$ cat src/rtl/core/bole_pkg.sv
package bole_pkg;

    // list geometry
    localparam int DEPTH         = 16;
    localparam int IDX_W         = $clog2(DEPTH);
    localparam int CNT_W         = $clog2(DEPTH + 1);
    localparam int ENTRY_COUNT_W = 5;
    localparam int VALUE_W       = 32;

    // command queue between front and back (two slots, power of two)
    localparam int QDEPTH  = 2;
    localparam int QPTR_W  = $clog2(QDEPTH);
    localparam int QCNT_W  = $clog2(QDEPTH + 1);

    // command codes on the input port
    localparam logic [2:0] CMD_INS_FRONT = 3'd0;
    localparam logic [2:0] CMD_INS_BACK  = 3'd1;
    localparam logic [2:0] CMD_REMOVE    = 3'd2;
    localparam logic [2:0] CMD_SHOW_FWD  = 3'd3;
    localparam logic [2:0] CMD_SHOW_REV  = 3'd4;
    localparam logic [2:0] CMD_CLEAR     = 3'd5;

    typedef enum logic [1:0] {
        ST_OK        = 2'd0,
        ST_NOT_FOUND = 2'd1,
        ST_FULL      = 2'd2,
        ST_EMPTY     = 2'd3
    } t_status;

    typedef enum logic [2:0] {
        OP_INS_FRONT,
        OP_INS_BACK,
        OP_REMOVE,
        OP_SHOW_FWD,
        OP_SHOW_REV,
        OP_CLEAR,
        OP_NOP
    } t_op;

    typedef struct packed {
        t_op                        op;
        logic signed [VALUE_W-1:0]  value;
    } t_task;

    typedef enum logic {
        BS_IDLE,
        BS_SHOW
    } t_bstate;

endpackage

$ cat src/rtl/core/bole_front.sv
module bole_front import bole_pkg::*; (
    input  logic                       i_start,
    input  logic [2:0]                 i_command,
    input  logic signed [VALUE_W-1:0]  i_item_value,
    input  logic                       i_q_full,
    output logic                       o_busy,
    output logic                       o_push,
    output t_task                      o_task
);

    // busy only while the queue has no free slot
    assign o_busy = i_q_full;
    assign o_push = i_start && !i_q_full;

    always_comb begin
        o_task.value = i_item_value;
        case (i_command)
            CMD_INS_FRONT: o_task.op = OP_INS_FRONT;
            CMD_INS_BACK:  o_task.op = OP_INS_BACK;
            CMD_REMOVE:    o_task.op = OP_REMOVE;
            CMD_SHOW_FWD:  o_task.op = OP_SHOW_FWD;
            CMD_SHOW_REV:  o_task.op = OP_SHOW_REV;
            CMD_CLEAR:     o_task.op = OP_CLEAR;
            default:       o_task.op = OP_NOP;
        endcase
    end

endmodule

$ cat src/rtl/core/bole_queue.sv
module bole_queue import bole_pkg::*; (
    input  logic   i_clk,
    input  logic   i_rst_n,
    input  logic   i_push,
    input  t_task  i_task,
    input  logic   i_pop,
    output logic   o_full,
    output logic   o_valid,
    output t_task  o_task
);

    t_task              r_slot [QDEPTH];
    logic [QPTR_W-1:0]  r_wp, n_wp;
    logic [QPTR_W-1:0]  r_rp, n_rp;
    logic [QCNT_W-1:0]  r_cnt, n_cnt;
    logic               w_push;
    logic               w_pop;

    assign o_full  = (r_cnt == QCNT_W'(QDEPTH));
    assign o_valid = (r_cnt != '0);
    assign o_task  = r_slot[r_rp];

    assign w_push = i_push && !o_full;
    assign w_pop  = i_pop && o_valid;

    always_comb begin
        n_wp  = w_push ? r_wp + 1'b1 : r_wp;
        n_rp  = w_pop  ? r_rp + 1'b1 : r_rp;
        n_cnt = r_cnt;
        if (w_push && !w_pop) begin
            n_cnt = r_cnt + 1'b1;
        end else if (w_pop && !w_push) begin
            n_cnt = r_cnt - 1'b1;
        end
    end

    always_ff @(posedge i_clk) begin
        if (!i_rst_n) begin
            r_wp  <= '0;
            r_rp  <= '0;
            r_cnt <= '0;
        end else begin
            r_wp  <= n_wp;
            r_rp  <= n_rp;
            r_cnt <= n_cnt;
        end
    end

    always_ff @(posedge i_clk) begin
        if (w_push) begin
            r_slot[r_wp] <= i_task;
        end
    end

endmodule

$ cat src/rtl/core/bole_back.sv
module bole_back import bole_pkg::*; (
    input  logic                       i_clk,
    input  logic                       i_rst_n,
    input  logic                       i_q_valid,
    input  t_task                      i_q_task,
    output logic                       o_q_pop,
    output logic                       o_valid,
    output t_status                    o_status,
    output logic signed [VALUE_W-1:0]  o_entry_value,
    output logic                       o_last,
    output logic [CNT_W-1:0]           o_count
);

    t_bstate                     r_state, n_state;
    logic [IDX_W-1:0]            r_step, n_step;
    logic                        r_rev, n_rev;
    logic [CNT_W-1:0]            r_count, n_count;
    logic signed [VALUE_W-1:0]   r_cells [DEPTH];
    logic signed [VALUE_W-1:0]   n_cells [DEPTH];

    logic                        r_out_valid, n_out_valid;
    t_status                     r_out_status, n_out_status;
    logic signed [VALUE_W-1:0]   r_out_value, n_out_value;
    logic                        r_out_last, n_out_last;
    logic [CNT_W-1:0]            r_out_count, n_out_count;

    logic [DEPTH-1:0]            w_match;
    logic [DEPTH-1:0]            w_below;
    logic [DEPTH-1:0]            w_shift;
    logic                        w_found;
    logic                        w_full;
    logic [IDX_W-1:0]            w_rev_idx;

    // first-match search over the held cells: bits below the lowest match
    always_comb begin
        for (int i = 0; i < DEPTH; i++) begin
            w_match[i] = (r_cells[i] == i_q_task.value) && (CNT_W'(i) < r_count);
        end
    end
    assign w_below   = (w_match - DEPTH'(1)) & ~w_match;
    assign w_shift   = ~w_below;
    assign w_found   = |w_match;
    assign w_full    = (r_count == CNT_W'(DEPTH));
    assign w_rev_idx = IDX_W'(DEPTH - 1) - r_step;

    // next state
    always_comb begin
        n_state = r_state;
        case (r_state)
            BS_IDLE: begin
                if (i_q_valid && r_count != '0 &&
                    (i_q_task.op == OP_SHOW_FWD || i_q_task.op == OP_SHOW_REV)) begin
                    n_state = BS_SHOW;
                end
            end
            BS_SHOW: begin
                if (r_step == IDX_W'(DEPTH - 1)) begin
                    n_state = BS_IDLE;
                end
            end
            default: n_state = BS_IDLE;
        endcase
    end

    // datapath and outputs
    always_comb begin
        o_q_pop      = 1'b0;
        n_cells      = r_cells;
        n_count      = r_count;
        n_step       = r_step;
        n_rev        = r_rev;
        n_out_valid  = 1'b0;
        n_out_status = ST_OK;
        n_out_value  = '0;
        n_out_last   = 1'b1;
        n_out_count  = r_count;
        case (r_state)
            BS_IDLE: begin
                if (i_q_valid) begin
                    o_q_pop     = 1'b1;
                    n_out_valid = 1'b1;
                    case (i_q_task.op)
                        OP_INS_FRONT: begin
                            if (w_full) begin
                                n_out_status = ST_FULL;
                            end else begin
                                for (int i = 0; i < DEPTH; i++) begin
                                    if (i == 0) begin
                                        n_cells[i] = i_q_task.value;
                                    end else begin
                                        n_cells[i] = r_cells[i-1];
                                    end
                                end
                                n_count = r_count + 1'b1;
                            end
                        end
                        OP_INS_BACK: begin
                            if (w_full) begin
                                n_out_status = ST_FULL;
                            end else begin
                                for (int i = 0; i < DEPTH; i++) begin
                                    if (CNT_W'(i) == r_count) begin
                                        n_cells[i] = i_q_task.value;
                                    end
                                end
                                n_count = r_count + 1'b1;
                            end
                        end
                        OP_REMOVE: begin
                            if (!w_found) begin
                                n_out_status = ST_NOT_FOUND;
                            end else begin
                                for (int i = 0; i < DEPTH - 1; i++) begin
                                    if (w_shift[i]) begin
                                        n_cells[i] = r_cells[i+1];
                                    end
                                end
                                n_count = r_count - 1'b1;
                            end
                        end
                        OP_SHOW_FWD, OP_SHOW_REV: begin
                            if (r_count == '0) begin
                                n_out_status = ST_EMPTY;
                            end else begin
                                n_out_valid = 1'b0;
                                n_step      = '0;
                                n_rev       = (i_q_task.op == OP_SHOW_REV);
                            end
                        end
                        OP_CLEAR: begin
                            n_count = '0;
                        end
                        default: begin
                        end
                    endcase
                    n_out_count = n_count;
                end
            end
            BS_SHOW: begin
                // full-length rotation restores the chain after DEPTH steps
                n_step = r_step + 1'b1;
                if (!r_rev) begin
                    for (int i = 0; i < DEPTH; i++) begin
                        if (i == DEPTH - 1) begin
                            n_cells[i] = r_cells[0];
                        end else begin
                            n_cells[i] = r_cells[i+1];
                        end
                    end
                    n_out_value = r_cells[0];
                    n_out_valid = (CNT_W'(r_step) < r_count);
                    n_out_last  = (CNT_W'(r_step) == r_count - 1'b1);
                end else begin
                    for (int i = 0; i < DEPTH; i++) begin
                        if (i == 0) begin
                            n_cells[i] = r_cells[DEPTH-1];
                        end else begin
                            n_cells[i] = r_cells[i-1];
                        end
                    end
                    n_out_value = r_cells[DEPTH-1];
                    n_out_valid = (CNT_W'(w_rev_idx) < r_count);
                    n_out_last  = (r_step == IDX_W'(DEPTH - 1));
                end
            end
            default: begin
            end
        endcase
    end

    always_ff @(posedge i_clk) begin
        if (!i_rst_n) begin
            r_state     <= BS_IDLE;
            r_count     <= '0;
            r_step      <= '0;
            r_rev       <= 1'b0;
            r_out_valid <= 1'b0;
        end else begin
            r_state     <= n_state;
            r_count     <= n_count;
            r_step      <= n_step;
            r_rev       <= n_rev;
            r_out_valid <= n_out_valid;
        end
    end

    always_ff @(posedge i_clk) begin
        r_cells      <= n_cells;
        r_out_status <= n_out_status;
        r_out_value  <= n_out_value;
        r_out_last   <= n_out_last;
        r_out_count  <= n_out_count;
    end

    assign o_valid       = r_out_valid;
    assign o_status      = r_out_status;
    assign o_entry_value = r_out_value;
    assign o_last        = r_out_last;
    assign o_count       = r_out_count;

endmodule

$ cat src/rtl/core/bounded_ordered_list_engine.sv
// A non-show result passes the queue slot, then the result register; a show's first result
// also passes the show state; a reverse show sweeps the unused tail cells first. Insert, remove,
// clear, unused codes and an empty show end at the pop; a non-empty show holds the back end
// for the pop, then one full rotation of the chain.
// Two-slot command queue: busy rises only when both slots are taken.
// Reset: i_rst_n synchronous, active low; list emptied, queue flushed; receiver cannot stall.
module bounded_ordered_list_engine import bole_pkg::*; (
    input  logic                              i_clk,
    input  logic                              i_rst_n,
    input  logic                              i_start,
    input  logic [2:0]                        i_command,
    input  logic signed [VALUE_W-1:0]         i_item_value,
    output logic                              o_busy,
    output logic                              o_valid,
    output logic [1:0]                        o_status,
    output logic signed [VALUE_W-1:0]         o_entry_value,
    output logic                              o_last,
    output logic [ENTRY_COUNT_W-1:0]          o_entry_count
);

    // front -> queue
    logic    w_push;
    t_task   w_push_task;
    logic    w_q_full;

    // queue -> back
    logic    w_q_valid;
    t_task   w_q_task;
    logic    w_q_pop;

    t_status           w_status;
    logic [CNT_W-1:0]  w_count;

    // front: handshake and command decode
    bole_front u_front (
        .i_start      (i_start),
        .i_command    (i_command),
        .i_item_value (i_item_value),
        .i_q_full     (w_q_full),
        .o_busy       (o_busy),
        .o_push       (w_push),
        .o_task       (w_push_task)
    );

    // short queue decouples acceptance from the long show sweeps
    bole_queue u_queue (
        .i_clk   (i_clk),
        .i_rst_n (i_rst_n),
        .i_push  (w_push),
        .i_task  (w_push_task),
        .i_pop   (w_q_pop),
        .o_full  (w_q_full),
        .o_valid (w_q_valid),
        .o_task  (w_q_task)
    );

    // back: cell chain holding the list, left aligned, entry 0 is the front
    bole_back u_back (
        .i_clk         (i_clk),
        .i_rst_n       (i_rst_n),
        .i_q_valid     (w_q_valid),
        .i_q_task      (w_q_task),
        .o_q_pop       (w_q_pop),
        .o_valid       (o_valid),
        .o_status      (w_status),
        .o_entry_value (o_entry_value),
        .o_last        (o_last),
        .o_count       (w_count)
    );

    assign o_status      = w_status;
    // count is reported modulo 32 when the list is deeper
    assign o_entry_count = ENTRY_COUNT_W'(w_count);

endmodule
$ cat config.mk
export PLATFORM = sky130hd
export DESIGN_NAME = bounded_ordered_list_engine
export DESIGN_NICKNAME = d
export VERILOG_FILES = /design/src/rtl/core/bole_pkg.sv /design/src/rtl/core/bole_front.sv /design/src/rtl/core/bole_queue.sv /design/src/rtl/core/bole_back.sv /design/src/rtl/core/bounded_ordered_list_engine.sv
export SDC_FILE = /design/constraint.sdc
export NUM_CORES = 2
export LEC_CHECK = 0
export BUFFER_PORTS_ARGS = -buffer_cell sky130_fd_sc_hd__buf_2
export CAP_MARGIN = 20
export CORE_MARGIN = 2
export CORE_UTILIZATION = 45
export DETAILED_ROUTE_END_ITERATION = 7
export HOLD_SLACK_MARGIN = 0.15
export REMOVE_ABC_BUFFERS = 1
export SETUP_SLACK_MARGIN = 0.4
export SLEW_MARGIN = 30
export SYNTH_ARGS = -nofsm -noshare
export SYNTH_HDL_FRONTEND = slang
export SYNTH_SLANG_ARGS = --single-unit
$ cat constraint.sdc
create_clock -name i_clk -period 5.3 [get_ports i_clk]
set_clock_uncertainty 0.1 [all_clocks]
set_input_delay 0 -clock i_clk [delete_from_list [all_inputs] [get_ports i_clk]]
set_output_delay 0 -clock i_clk [all_outputs]
set_load 0.1 [all_outputs]
==> metrics.yaml <==
cts.sinks: 639
fmaxAchievable_mhz: 203
arrival_ns: 5.15
synth_common_cells: "edfxtp_1 (582), xnor2_1 (486), a221o_1 (448)"
routed_via_density: 7.18
path_clk_slew_ns: 0.06
final_antenna_net_count: 0
synthDistinctLibCells: 65
pin_count: 80
drive_gt1_frac: 0.171
wire_per_inst_um: 41.4
ys_async_sr_fraction: 0
htree_levels: 3
grt_pass1_wl_mm: 221
gr-total-overflow: 0
synth.top_cell.area_share: 0.511
grt_usage: 0.410
min_path_type: "input pin to flip-flop"
gp_congestion: 1.06
wirelength_mm: 164
worstMarginPinSlew_ns: 1.15
ys.warnings.count: 0
cts_tree: "built"
critPathKind: "flip-flop to flip-flop"
portBuffers: 79
finalCriticalPeriod_ns: 4.92
hpwlAfterDp_mm: 122
vias: 28452
start_kind: "flip-flop"
synthTopCellsByArea: "edfxtp_1 (51%), a221o_1 (13%), xnor2_1 (12%), dfxtp_1 (3.3%), nor4_1 (2.8%)"
synth_top_area_cell: "edfxtp_1"
grt_max_degree: 161
die_w_um: 280
rsz0062_at_grt: "false"
ys.flop_type: "edfxtp_1"
cp.required_ns: 5.53
clockBufferDepth: 3
drt-initial-drc-count: 4618
status: "complete, no violations"
setup_viol: 0
netlist_area_um2: 34200
hold_path_startpoint: "i_command[2]"
core_area_um2: 75600
dp_slack_ns: 0.376
synth.most_common_cell: "edfxtp_1"
r2r_slack_ns: 0.38
antenna_found_initial: 4
final_net_count: 2982
drv_cap: 0
max_slew_margin: 0.226
num_rows: 101
fp.dieH_um: 280
vdd_drop_max_uv: 416
synth_edf_count: 582
ys_seq_area_frac: 0.545
synth_seq_cells: 639
syn_inst: 2738
cts_buffers: 76
grt_pass1_vias: 26519
path_max_fanout: 19
first_pass_iters: 7
syn2layout_area_growth_pct: 18.3
p_leak_nw: 13.2
clock_latency_ns: 0.65
finalWorstSetupSlack_ns: 0.381
root_buffer: "clkbuf_16"
die_area_um2: 78200
syn_area_per_cell_um2: 12.5
final.period_utilization: 0.928
post-route-util: 0.535
drc_errors: 0
power.density_nw_per_um2: 663
start_util: 0.452
slew_viol_final: 0
end_kind: "flip-flop"
hold_violations: 0
==> cell families after synthesis <==
family	after synthesis	synth area share
xor gates and xnor gates	517	0.132
and+or+nand+nor	591	0.0896
DFF	639	0.545
AOI/OAI and AO/OA	610	0.166
adders and majority gates	15	0.00549
buffers and inverters	292	0.0396
muxes	74	0.0221
==> metrics by stage <==
step / TNS (ns) / hold WS, ns / instance area [µm²] / cells / total power, mW
finish: 0 / 0.195 / 40400 / 3965 / 26.8
global placement: 0 / 0.0881 / 37300 / 3754 / 20.9
detailed placement: 0 / 0.0910 / 37300 / 3755 / 20.9
global route: 0 / 0.194 / 40400 / 3963 / 27.2
floorplan: -6519.71 / -0.00113 / 33000 / 2493 / 15.5
CTS: 0 / 0.160 / 40400 / 3963 / 26.1
==> metal layers <==
layer / track usage / up-vias / wire, µm / share of wire
met1: 0.552 / 14509 / 64600 / 0.39
met3: 0.134 / 372 / 20900 / 0.13
li1: - / 11271 / - / -
met2: 0.623 / 2296 / 71700 / 0.44
met5: 0 / - / 27 / 0.00016
met4: 0.137 / 4 / 6920 / 0.042
==> report_power, final <==
group / leakage [nW] / total [mW] / internal (mW) / switching (mW)
clock: 1.18 / 5.19 / 2.97 / 2.22
sequential: 5.81 / 9.69 / 7.71 / 1.98
combinational: 6.21 / 11.9 / 4.42 / 7.52
total: 13.2 / 26.8 / 15.1 / 11.7
==> what timing repair did <==
item / 4_1_cts / 5_1_grt
endpoints found under the hold margin: 122 / 0
setup buffers: 2 / 0
pin swaps: 0 / 0
hold buffers: 72 / 0
gates resized for setup: 1 / 1
endpoints found under the setup margin: 84 / 131
==> placed cells by master (no fill, tap or decap), types with 11 or more instances in the layout <==
cell             n
dlygate4sd3_1   72
a221o_1        448
mux2i_4         32
buf_2           79
nand2_1         67
clkbuf_1        17
nor2_1         157
inv_1           46
clkinv_1        11
clkbuf_16       78
nor4_1         151
nand4_1         38
buf_4          158
a21oi_1         25
o22ai_1         38
ha_1            15
mux2i_1         39
o21ai_0         23
buf_12          48
nor3_1          43
nor2b_1         36
xnor2_1        485
edfxtp_1       582
xor2_1          31
o221a_2         32
clkinv_2        14
dfxtp_1         54
nand3_1         36
==> registers in the layout, indices dropped and copies added (netlist names), named ones only <==
name / flops
u_back.r_rev: 1
u_back.r_cells: 512
u_back.o_last: 1
u_queue.r_slot: 70
u_back.o_count: 5
u_back.o_entry_value: 32
u_back.r_step: 4
u_queue.r_wp: 1
u_queue.r_rp: 1
u_queue.r_cnt: 2
u_back.o_status: 2
u_back.r_count: 5
u_back.r_state: 1
u_back.o_valid: 1
==> critical path, stage by stage, from the launching register on <==
cell and delay (ns):
dfxtp_4 0.49, buf_12 0.20, buf_12 0.19, mux2i_4 0.28, buf_12 0.23, xnor2_1 0.10, nor4_1 0.92, nand3_1 0.30
nor2_1 0.21, a41oi_1 0.28, nand3_2 0.21, nor3_4 0.05, buf_4 0.13, a21o_1 0.26, a211oi_4 0.36, buf_12 0.23
==> area by class of cell <==
| cell class | instances | area (µm²) |
|---|---|---|
| multi-input cells | 1807 | 14700 |
| well taps | 978 | 1220 |
| inverters | 47 | 176 |
| clock buffers | 100 | 2080 |
| clock inverters | 34 | 299 |
| flip-flops and latches | 639 | 18600 |
| diodes | 2 | 5.00 |
| fillers | 6494 | 35100 |
| repair buffers | 358 | 3290 |
==> worst paths after layout <==
kind / end / depth (start not counted)
worst max-delay path: u_back.r_cells[180] / 15
worst min-delay path: u_queue.r_slot[1][32] / 3
worst max register to register: u_back.r_cells[180] / 15
worst min register to register: u_queue.r_cnt[1] / 2
(Power assumes the default switching activity.)
